`src/rtl/ssdf_pkg.sv`:
```
// ----------------------------------------------------------------------------
// ssdf_pkg
// Shared types, command bytes, glyph table and divider constants for the
// seven-segment display framer.
// ----------------------------------------------------------------------------
package ssdf_pkg;

  // Request operations
  localparam logic [2:0] OP_SHOW_VALUE = 3'd0;
  localparam logic [2:0] OP_SHOW_RAW   = 3'd1;
  localparam logic [2:0] OP_CLEAR      = 3'd2;
  localparam logic [2:0] OP_ON         = 3'd3;
  localparam logic [2:0] OP_OFF        = 3'd4;

  // Work item kinds passed from front to back
  localparam logic [1:0] KIND_DIGITS = 2'd0;
  localparam logic [1:0] KIND_ON     = 2'd1;
  localparam logic [1:0] KIND_OFF    = 2'd2;

  // Driver command bytes
  localparam logic [7:0] CMD_DATA  = 8'h40;
  localparam logic [7:0] CMD_ADDR  = 8'hC0;
  localparam logic [7:0] CMD_OFF   = 8'h80;
  localparam logic [7:0] CMD_ON    = 8'h88;
  localparam logic [7:0] GLYPH_OFF = 8'h00;

  localparam logic [2:0] BRIGHTNESS_RESET = 3'd4;

  // Frame sequence of a digit write
  localparam logic [2:0] STEP_DATA     = 3'd0;
  localparam logic [2:0] STEP_ADDR     = 3'd1;
  localparam logic [2:0] STEP_SEG_LAST = 3'd5;
  localparam logic [2:0] STEP_LAST     = 3'd6;

  // value mod 10000: q = ((value >> 4) * DIV625_MUL) >> DIV625_SHIFT is exact
  localparam int unsigned    QUOT_W       = 19;
  localparam logic [28:0]    DIV625_MUL   = 29'd439804652;
  localparam int unsigned    DIV625_SHIFT = 38;
  localparam logic [31:0]    MODULUS      = 32'd10000;

  // Quotients of a remainder below 10000 by 1000, 100 and 10
  localparam logic [14:0]    DIV1000_MUL   = 15'd16778;
  localparam int unsigned    DIV1000_SHIFT = 24;
  localparam logic [13:0]    DIV100_MUL    = 14'd10486;
  localparam int unsigned    DIV100_SHIFT  = 20;
  localparam logic [13:0]    DIV10_MUL     = 14'd13108;
  localparam int unsigned    DIV10_SHIFT   = 17;

  // Decoupling queue
  localparam int unsigned QUEUE_AW    = 2;
  localparam int unsigned QUEUE_DEPTH = 1 << QUEUE_AW;

  typedef struct packed {
    logic [1:0]      kind;
    logic [3:0][7:0] segs;   // segs[0] is the leftmost digit
  } entry_t;

  function automatic logic [7:0] glyph(input logic [3:0] code);
    logic [7:0] seg;
    unique case (code)
      4'h0: seg = 8'h3f;
      4'h1: seg = 8'h06;
      4'h2: seg = 8'h5b;
      4'h3: seg = 8'h4f;
      4'h4: seg = 8'h66;
      4'h5: seg = 8'h6d;
      4'h6: seg = 8'h7d;
      4'h7: seg = 8'h07;
      4'h8: seg = 8'h7f;
      4'h9: seg = 8'h6f;
      4'hA: seg = 8'h77;
      4'hB: seg = 8'h7c;
      4'hC: seg = 8'h39;
      4'hD: seg = 8'h5e;
      4'hE: seg = 8'h79;
      4'hF: seg = 8'h71;
      default: seg = GLYPH_OFF;
    endcase
    return seg;
  endfunction

  // Raw digit code: above 15 is blank
  function automatic logic [7:0] encode_raw(input logic [7:0] code);
    logic [7:0] seg;
    if (code[7:4] != 4'd0) begin
      seg = GLYPH_OFF;
    end else begin
      seg = glyph(code[3:0]);
    end
    return seg;
  endfunction

endpackage

```
`src/rtl/ssdf_front.sv`:
```
// ----------------------------------------------------------------------------
// ssdf_front
// Accepts requests, classifies them and computes the four segment bytes in a
// four-stage pipeline (modulo 10000, decimal split, blanking and encoding).
// ----------------------------------------------------------------------------
module ssdf_front import ssdf_pkg::*; (
  input  logic        clk,
  input  logic        rst,
  input  logic        push,
  output logic        full,
  input  logic [2:0]  operation,
  input  logic [31:0] value,
  input  logic        keep_zeros,
  input  logic [7:0]  digit_a,
  input  logic [7:0]  digit_b,
  input  logic [7:0]  digit_c,
  input  logic [7:0]  digit_d,
  input  logic        q_full,
  output logic        q_wr,
  output entry_t      q_data
);

  logic stall;
  logic accept;

  // stage 1
  logic              v1, is_val1, lz1;
  logic [1:0]        kind1;
  logic [3:0][7:0]   segs1;
  logic [31:0]       val1;
  logic [QUOT_W-1:0] quot1;
  logic [56:0]       prod1;
  logic [1:0]        kind_in;
  logic [3:0][7:0]   segs_in;

  // stage 2
  logic              v2, is_val2, lz2;
  logic [1:0]        kind2;
  logic [3:0][7:0]   segs2;
  logic [31:0]       val2;
  logic [31:0]       qm2;

  // stage 3
  logic              v3, is_val3, lz3;
  logic [1:0]        kind3;
  logic [3:0][7:0]   segs3;
  logic [13:0]       rem3;
  logic [31:0]       diff3;

  // stage 4
  logic              v4, is_val4, lz4;
  logic [1:0]        kind4;
  logic [3:0][7:0]   segs4;
  logic [13:0]       rem4;
  logic [3:0]        q1000_4;
  logic [6:0]        q100_4;
  logic [9:0]        q10_4;
  logic [28:0]       p1000;
  logic [27:0]       p100;
  logic [27:0]       p10;

  // digit assembly
  logic [6:0]        d1_full;
  logic [9:0]        d2_full;
  logic [13:0]       d3_full;
  logic [3:0]        dig0, dig1, dig2, dig3;
  logic              z0, z1, z2;
  logic [3:0][7:0]   segs_val;

  assign stall  = v4 && q_full;
  assign full   = stall;
  assign accept = push && !stall;

  // Classify and encode raw digits on entry
  always_comb begin
    kind_in = KIND_DIGITS;
    segs_in = '0;
    unique case (operation)
      OP_SHOW_RAW: begin
        segs_in[0] = encode_raw(digit_a);
        segs_in[1] = encode_raw(digit_b);
        segs_in[2] = encode_raw(digit_c);
        segs_in[3] = encode_raw(digit_d);
      end
      OP_ON:   kind_in = KIND_ON;
      OP_OFF:  kind_in = KIND_OFF;
      default: kind_in = KIND_DIGITS;
    endcase
  end

  assign prod1 = 57'(value[31:4]) * 57'(DIV625_MUL);
  assign diff3 = val2 - qm2;
  assign p1000 = 29'(rem3) * 29'(DIV1000_MUL);
  assign p100  = 28'(rem3) * 28'(DIV100_MUL);
  assign p10   = 28'(rem3) * 28'(DIV10_MUL);

  always_ff @(posedge clk) begin
    if (rst) begin
      v1 <= 1'b0;
      v2 <= 1'b0;
      v3 <= 1'b0;
      v4 <= 1'b0;
    end else if (!stall) begin
      // drop unknown operations at the door
      v1 <= accept && (operation <= OP_OFF);
      v2 <= v1;
      v3 <= v2;
      v4 <= v3;
    end
  end

  always_ff @(posedge clk) begin
    if (!stall) begin
      kind1   <= kind_in;
      is_val1 <= (operation == OP_SHOW_VALUE);
      lz1     <= keep_zeros;
      segs1   <= segs_in;
      val1    <= value;
      quot1   <= prod1[DIV625_SHIFT +: QUOT_W];

      kind2   <= kind1;
      is_val2 <= is_val1;
      lz2     <= lz1;
      segs2   <= segs1;
      val2    <= val1;
      qm2     <= 32'(quot1) * MODULUS;

      kind3   <= kind2;
      is_val3 <= is_val2;
      lz3     <= lz2;
      segs3   <= segs2;
      rem3    <= diff3[13:0];

      kind4   <= kind3;
      is_val4 <= is_val3;
      lz4     <= lz3;
      segs4   <= segs3;
      rem4    <= rem3;
      q1000_4 <= p1000[DIV1000_SHIFT +: 4];
      q100_4  <= p100[DIV100_SHIFT +: 7];
      q10_4   <= p10[DIV10_SHIFT +: 10];
    end
  end

  // Decimal digits from the quotients, then leading-zero blanking
  always_comb begin
    d1_full = q100_4 - 7'(7'(q1000_4) * 7'd10);
    d2_full = q10_4 - 10'(10'(q100_4) * 10'd10);
    d3_full = rem4 - 14'(14'(q10_4) * 14'd10);
    dig0 = q1000_4;
    dig1 = d1_full[3:0];
    dig2 = d2_full[3:0];
    dig3 = d3_full[3:0];
    z0 = !lz4 && (dig0 == 4'd0);
    z1 = z0 && (dig1 == 4'd0);
    z2 = z1 && (dig2 == 4'd0);
    segs_val[0] = z0 ? GLYPH_OFF : glyph(dig0);
    segs_val[1] = z1 ? GLYPH_OFF : glyph(dig1);
    segs_val[2] = z2 ? GLYPH_OFF : glyph(dig2);
    segs_val[3] = glyph(dig3);
  end

  assign q_wr        = v4 && !q_full;
  assign q_data.kind = kind4;
  assign q_data.segs = is_val4 ? segs_val : segs4;

endmodule

```
`src/rtl/ssdf_queue.sv`:
```
// ----------------------------------------------------------------------------
// ssdf_queue
// Small register queue of classified work items between front and back.
// ----------------------------------------------------------------------------
module ssdf_queue import ssdf_pkg::*; (
  input  logic   clk,
  input  logic   rst,
  input  logic   wr,
  input  entry_t wr_data,
  output logic   q_full,
  input  logic   rd,
  output entry_t rd_data,
  output logic   q_empty
);

  entry_t              slots [QUEUE_DEPTH];
  logic [QUEUE_AW-1:0] wr_ptr;
  logic [QUEUE_AW-1:0] rd_ptr;
  logic [QUEUE_AW:0]   count;

  assign q_full  = (count == (QUEUE_AW + 1)'(QUEUE_DEPTH));
  assign q_empty = (count == '0);
  assign rd_data = slots[rd_ptr];

  always_ff @(posedge clk) begin
    if (rst) begin
      wr_ptr <= '0;
      rd_ptr <= '0;
      count  <= '0;
    end else begin
      if (wr) begin
        wr_ptr <= wr_ptr + 1'b1;
      end
      if (rd) begin
        rd_ptr <= rd_ptr + 1'b1;
      end
      if (wr && !rd) begin
        count <= count + 1'b1;
      end else if (rd && !wr) begin
        count <= count - 1'b1;
      end
    end
  end

  always_ff @(posedge clk) begin
    if (wr) begin
      slots[wr_ptr] <= wr_data;
    end
  end

endmodule

```
`src/rtl/ssdf_back.sv`:
```
// ----------------------------------------------------------------------------
// ssdf_back
// Walks the head work item through its frames into the result register,
// one per cycle while that register is free or being popped.
// ----------------------------------------------------------------------------
module ssdf_back import ssdf_pkg::*; (
  input  logic       clk,
  input  logic       rst,
  input  entry_t     head,
  input  logic       q_empty,
  output logic       q_rd,
  input  logic [2:0] bright_level,
  input  logic       pop,
  output logic       empty,
  output logic [7:0] frame_byte,
  output logic       start_before,
  output logic       stop_after,
  output logic       last
);

  logic [2:0] step;
  logic       out_valid;
  logic       adv;
  logic       single;
  logic       item_done;
  logic [1:0] seg_idx;
  logic [7:0] on_cmd;
  logic [7:0] byte_next;
  logic       start_next;
  logic       stop_next;
  logic       last_next;

  assign on_cmd    = CMD_ON | {5'd0, bright_level};
  assign single    = (head.kind != KIND_DIGITS);
  assign item_done = single || (step == STEP_LAST);
  assign seg_idx   = step[1:0] - 2'd2;
  assign adv       = !out_valid || pop;
  assign q_rd      = adv && !q_empty && item_done;
  assign empty     = !out_valid;

  always_comb begin
    if (single) begin
      byte_next  = (head.kind == KIND_ON) ? on_cmd : CMD_OFF;
      start_next = 1'b1;
      stop_next  = 1'b1;
      last_next  = 1'b1;
    end else begin
      unique case (step)
        STEP_DATA: begin
          byte_next  = CMD_DATA;
          start_next = 1'b1;
          stop_next  = 1'b1;
          last_next  = 1'b0;
        end
        STEP_ADDR: begin
          byte_next  = CMD_ADDR;
          start_next = 1'b1;
          stop_next  = 1'b0;
          last_next  = 1'b0;
        end
        STEP_LAST: begin
          byte_next  = on_cmd;
          start_next = 1'b1;
          stop_next  = 1'b1;
          last_next  = 1'b1;
        end
        default: begin
          byte_next  = head.segs[seg_idx];
          start_next = 1'b0;
          stop_next  = (step == STEP_SEG_LAST);
          last_next  = 1'b0;
        end
      endcase
    end
  end

  always_ff @(posedge clk) begin
    if (rst) begin
      out_valid <= 1'b0;
      step      <= STEP_DATA;
    end else if (adv) begin
      out_valid <= !q_empty;
      if (!q_empty) begin
        step <= item_done ? STEP_DATA : step + 3'd1;
      end
    end
  end

  always_ff @(posedge clk) begin
    if (adv && !q_empty) begin
      frame_byte   <= byte_next;
      start_before <= start_next;
      stop_after   <= stop_next;
      last         <= last_next;
    end
  end

endmodule

```
`src/rtl/seven_segment_display_framer.sv`:
```
// ----------------------------------------------------------------------------
// seven_segment_display_framer
// Turns display requests into byte frames for a four-digit seven-segment
// two-wire display driver.
// ----------------------------------------------------------------------------
// Usage:
//   Request side is a queue: drive operation and its fields with push high;
//   the request is taken on a clock edge where full is low. Unknown
//   operations are taken and dropped.
//   Result side is a queue too: while empty is low the oldest frame sits on
//   frame_byte/start_before/stop_after/last; pulse pop to take it.
//   brightness_write loads brightness_data into the level ORed into the
//   display-on command; change it only while the block is idle.
// Path and throughput:
//   With both sides idle the first frame of a request passes the four front
//   pipeline stages, the queue and the result register. A digit write (show
//   value, show raw, clear) is sent as a data command, an address command,
//   four segment bytes and the display-on command; display on/off as one.
//   The front takes one request per cycle until its four-entry queue fills.
// Reset:
//   Synchronous, active high: pipeline, queue and result register empty out,
//   brightness returns to 4.
// Stall:
//   A frame not popped holds the result register; the sequencer, then the
//   queue, then the front pipeline back up in turn, and full rises.
// ----------------------------------------------------------------------------
module seven_segment_display_framer import ssdf_pkg::*; (
  input  logic        clk,
  input  logic        rst,
  // request channel
  input  logic        push,
  output logic        full,
  input  logic [2:0]  operation,
  input  logic [31:0] value,
  input  logic        keep_zeros,
  input  logic [7:0]  digit_a,
  input  logic [7:0]  digit_b,
  input  logic [7:0]  digit_c,
  input  logic [7:0]  digit_d,
  // frame channel
  input  logic        pop,
  output logic        empty,
  output logic [7:0]  frame_byte,
  output logic        start_before,
  output logic        stop_after,
  output logic        last,
  // brightness register
  input  logic        brightness_write,
  input  logic [2:0]  brightness_data
);

  logic [2:0] bright_level;
  logic       q_wr;
  logic       q_rd;
  logic       q_full;
  logic       q_empty;
  entry_t     q_wr_data;
  entry_t     q_head;

  // Hold the brightness level; it is only sampled by the back end
  always_ff @(posedge clk) begin
    if (rst) begin
      bright_level <= BRIGHTNESS_RESET;
    end else if (brightness_write) begin
      bright_level <= brightness_data;
    end
  end

  // Front: accept, classify, compute segment bytes
  ssdf_front u_front (
    .clk          (clk),
    .rst          (rst),
    .push         (push),
    .full         (full),
    .operation    (operation),
    .value        (value),
    .keep_zeros   (keep_zeros),
    .digit_a      (digit_a),
    .digit_b      (digit_b),
    .digit_c      (digit_c),
    .digit_d      (digit_d),
    .q_full       (q_full),
    .q_wr         (q_wr),
    .q_data       (q_wr_data)
  );

  // Decouple the two sides so each can stall on its own
  ssdf_queue u_queue (
    .clk     (clk),
    .rst     (rst),
    .wr      (q_wr),
    .wr_data (q_wr_data),
    .q_full  (q_full),
    .rd      (q_rd),
    .rd_data (q_head),
    .q_empty (q_empty)
  );

  // Back: advance through the frames of the head item
  ssdf_back u_back (
    .clk          (clk),
    .rst          (rst),
    .head         (q_head),
    .q_empty      (q_empty),
    .q_rd         (q_rd),
    .bright_level (bright_level),
    .pop          (pop),
    .empty        (empty),
    .frame_byte   (frame_byte),
    .start_before (start_before),
    .stop_after   (stop_after),
    .last         (last)
  );

endmodule

```
`config.mk`:
```
export PLATFORM = sky130hd
export DESIGN_NAME = seven_segment_display_framer
export DESIGN_NICKNAME = d
export VERILOG_FILES = /design/src/rtl/ssdf_pkg.sv /design/src/rtl/ssdf_front.sv /design/src/rtl/ssdf_queue.sv /design/src/rtl/ssdf_back.sv /design/src/rtl/seven_segment_display_framer.sv
export SDC_FILE = /design/constraint.sdc
export NUM_CORES = 2
export LEC_CHECK = 0
export BUFFER_PORTS_ARGS = -buffer_cell sky130_fd_sc_hd__buf_4
export CORE_MARGIN = 5
export CORE_UTILIZATION = 30
export DETAILED_ROUTE_END_ITERATION = 12
export PLACE_DENSITY = 0.54
export SYNTH_ARGS = -nofsm -noshare
export SYNTH_HDL_FRONTEND = slang
export SYNTH_SLANG_ARGS = --single-unit
```
`constraint.sdc`:
```
create_clock -name clk -period 12.77 [get_ports clk]
set_input_delay 2.554 -clock clk [delete_from_list [all_inputs] [get_ports clk]]
set_output_delay 2.554 -clock clk [all_outputs]
set_load 0.01 [all_outputs]
```
==> flow_summary.ini <==
[setup_path]
most_frequent_cell_on_the_critical_path = sky130_fd_sc_hd__fa_1
kind_of_end_point_of_the_critical_path = register
worst_path_max_delay_cell = sky130_fd_sc_hd__fa_1
timing.critical_path.buf_inv = 5
critical-path-max-stage-delay_ns = 0.55
cp_cell_sequence = buf_4 -> ha_1 -> inv_1 -> fa_1 -> inv_1 -> fa_1 -> fa_1 -> fa_1 -> fa_1 -> inv_1 -> fa_1 -> inv_1 -> ha_1 -> a21oi_1 -> o21ai_1 -> a221o_1 -> a21o_1 -> a221oi_2 -> o21ai_2 -> a2111o_1 -> a31oi_2 -> xnor2_1
crit_required_ns = 13.06
critical_path_arrival_ns = 8.91
startpoint_of_the_lowest_slack_register_to_register_path = u_front.rem3[8]
critPathTopFamily = adder cells
path_class = in -> reg
depth_of_the_most_critical_reg_to_reg_path = 22
critPathMaxFanout = 8
r2r_setup_slack_ns = 6.13
startpoint_kind_of_the_worst_setup_timing_path = input pin

[global_route]
grt.total_usage_pct = 13.3
grt_max_degree = 184
globalRoute.totalOverflow = 0
wire_length_of_the_first_global_routing_pass_mm = 126
first_global_vias = 21867
grt_antenna_before_repair = 2

[floorplanning]
dieArea_um2 = 122000
core-area_um2 = 115000
die_x_um = 350
io-pin-count = 89
chipHeight_um = 350
floorplan.initialDensity_pct = 30.2
rows = 124

[yosys]
synthMostInstantiatedCell = sky130_fd_sc_hd__inv_1
post_synthesis_net_count = 3963
postSynthRegisterBits = 364
synthesis.yosys.warnings = 0
synth_enable_flop_cells = 337
yosys-top-cells-count = sky130_fd_sc_hd__inv_1 (900), sky130_fd_sc_hd__ha_1 (516), sky130_fd_sc_hd__fa_1 (459), sky130_fd_sc_hd__edfxtp_1 (337), sky130_fd_sc_hd__nor2_1 (78)
post_synth.cell_area_avg_um2 = 11.9
proportion_of_netlist_area_held_by_the_largest_area_contributor_pct = 29.2
biggest_area_contributors_in_the_synthesized_netlist = sky130_fd_sc_hd__edfxtp_1 (29%), sky130_fd_sc_hd__fa_1 (27%), sky130_fd_sc_hd__ha_1 (19%), sky130_fd_sc_hd__inv_1 (9.8%), sky130_fd_sc_hd__mux4_2 (2.7%)
synth_top_flop_cell = sky130_fd_sc_hd__edfxtp_1
yosysUniqueCellTypes = 76
ys_seq_area_share_pct = 30.8
async_flop_share_pct = 0
synth_area_leader_cell = sky130_fd_sc_hd__edfxtp_1
syn_area_um2 = 34600
syn-instance-count = 2912

[sta]
worst_pin_slew_ns = 1.12
post_route_hold_slack_ns = 0.387
skew_ns = 0.0488
slew_headroom_pct = 24.5
finalHoldViolCount = 0
period_minus_slack_ns = 8.63
drv_slew = 0
finalSetupViolCount = 0
min_period_over_period_pct = 67.6
grt_setup_unrepaired = false
fin_setup_tns_ns = 0
max_clock_freq_mhz = 116

[place]
dp_hpwl_mm = 66.0
dpl_cell_area_um2 = 37200
finalWeightedCongestion = 0.911
buffer_ports.inserted = 88

[routing]
route.detailed.vias_per_inst = 4.38
num_vias = 20043
detail_route.wirelength_mm = 79.0
first_drt_pass_iteration_count = 5
antenna_left = 0
drcViolationCount = 0
detail_route.iter0.violations = 1011
wl_per_cell_um = 17.3

[clocking]
cts-htree-levels = 2
clk_pin_slew_worst_paths_ns = 0.05
insertion_delay_ns = 0.58
cts_repair_resize_count = 0
longest_clk_path_bufs = 3
clock-sinks = 364
number_of_buffers_added_by_the_clock_tree_synthesis_step = 42
post_cts_setup_inserts = 0
cts_root_cell = sky130_fd_sc_hd__clkbuf_16
tritoncts = yes
postCtsHoldBufs = 0

[run]
cap_viol_max_count = 0

[outcome]
outcome = finished clean

[cells_and_area]
nNetsFinal = 4079
flow.area_growth_from_synthesis_pct = 11.2
drive_above_1_share_pct = 7.58
post-route-util_pct = 33.6
post_route_cell_area_um2 = 38500
nFillCells = 11491

[worst_hold_path]
worstHoldPathCells = 0
min_to = u_front.rem3[0]
hold_class = reg -> reg
holdCritStartpoint = u_front.val2[0]
-- logic make-up after synthesis --
family	share of synthesized area (%)
AOI/OAI and AO/OA	5.09
xor gates and xnor gates	1.92
adders and majority gates	45.2
buffers and inverters	10.1
DFF	30.8
muxes	3.32
and+or+nand+nor	3.57
-- per-layer routing --
| metal | share of wire, % | GRT usage, % | wire (um) |
|---|---|---|---|
| met1 | 46 | 18.2 | 36500 |
| met2 | 49 | 22.9 | 38300 |
| met3 | 3.6 | 1.73 | 2860 |
| met4 | 1.7 | 2.44 | 1320 |
| met5 | 0.016 | 0 | 13 |
-- how the worst max path moves through the flow --
stage | start | end | slack (ns) | cells past startpoint
final | value[16] | u_front.quot1[8] | 4.14 | 22
after global routing | value[11] | u_front.quot1[8] | 3.84 | 22
after CTS | value[12] | u_front.quot1[8] | 4.14 | 22
after detailed placement | value[11] | u_front.quot1[8] | 3.55 | 22
after global placement | value[16] | u_front.quot1[8] | 3.57 | 22
after floorplan | u_front.v4 | full | 2.92 | 2
-- metrics by stage --
stage	instances	setup WS [ns]
after floorplan	2912	2.92
after global placement	4496	3.57
after detailed placement	4496	3.55
after CTS	4573	4.14
after global routing	4573	3.84
final	4575	4.14
-- cells in the final DEF, fill, tap and decap left out, types with 5 or more instances in the layout --
cell type / instances
sky130_fd_sc_hd__inv_1: 900
sky130_fd_sc_hd__ha_1: 516
sky130_fd_sc_hd__fa_1: 459
sky130_fd_sc_hd__edfxtp_1: 337
sky130_fd_sc_hd__buf_4: 97
sky130_fd_sc_hd__nor2_1: 78
sky130_fd_sc_hd__nand2_1: 68
sky130_fd_sc_hd__a21oi_1: 51
sky130_fd_sc_hd__xnor2_1: 50
sky130_fd_sc_hd__mux4_2: 42
sky130_fd_sc_hd__clkbuf_16: 42
sky130_fd_sc_hd__o21ai_0: 32
sky130_fd_sc_hd__a21o_1: 30
sky130_fd_sc_hd__nor3_1: 26
sky130_fd_sc_hd__xor2_1: 26
sky130_fd_sc_hd__dfxtp_1: 26
sky130_fd_sc_hd__a211oi_1: 20
sky130_fd_sc_hd__o22ai_1: 19
sky130_fd_sc_hd__nor2b_1: 18
sky130_fd_sc_hd__a221oi_1: 13
sky130_fd_sc_hd__mux2i_1: 13
sky130_fd_sc_hd__nand3_1: 12
sky130_fd_sc_hd__and2_1: 10
sky130_fd_sc_hd__clkbuf_1: 10
sky130_fd_sc_hd__nand2b_1: 8
sky130_fd_sc_hd__o21a_1: 8
sky130_fd_sc_hd__o211ai_1: 8
sky130_fd_sc_hd__and3_1: 7
sky130_fd_sc_hd__o21bai_1: 6
sky130_fd_sc_hd__nand4_1: 6
sky130_fd_sc_hd__a22oi_1: 6
sky130_fd_sc_hd__clkinv_1: 6
sky130_fd_sc_hd__clkinv_2: 6
sky130_fd_sc_hd__nor4_1: 5
sky130_fd_sc_hd__a31oi_1: 5
sky130_fd_sc_hd__o311ai_0: 5
sky130_fd_sc_hd__mux2_2: 5
-- sequential cells by signal, summed over array words and instances, names as in the netlist, 10 cells and up, named ones only --
register,flops
u_front.qm2,10
u_front.quot1,10
u_front.rem3,14
u_front.segs1,28
u_front.segs2,28
u_front.segs3,28
u_front.segs4,28
u_front.val1,14
u_front.val2,14
u_queue.slots,120
-- cell type report --
class | instances | area, um^2 | area share, %
diodes | 2 | 5.00 | 0.0130
inverters | 902 | 3390 | 8.80
repair buffers | 98 | 748 | 1.94
well taps | 1512 | 1890 | 4.92
clock inverters | 25 | 235 | 0.611
multi-input cells | 1620 | 20500 | 53.2
clock buffers | 52 | 1090 | 2.83
flip-flops and latches | 364 | 10700 | 27.7
Power is left out: the tool's default activity adds up to more than one toggle a clock period on the data nets, which glitch-free logic cannot reach.
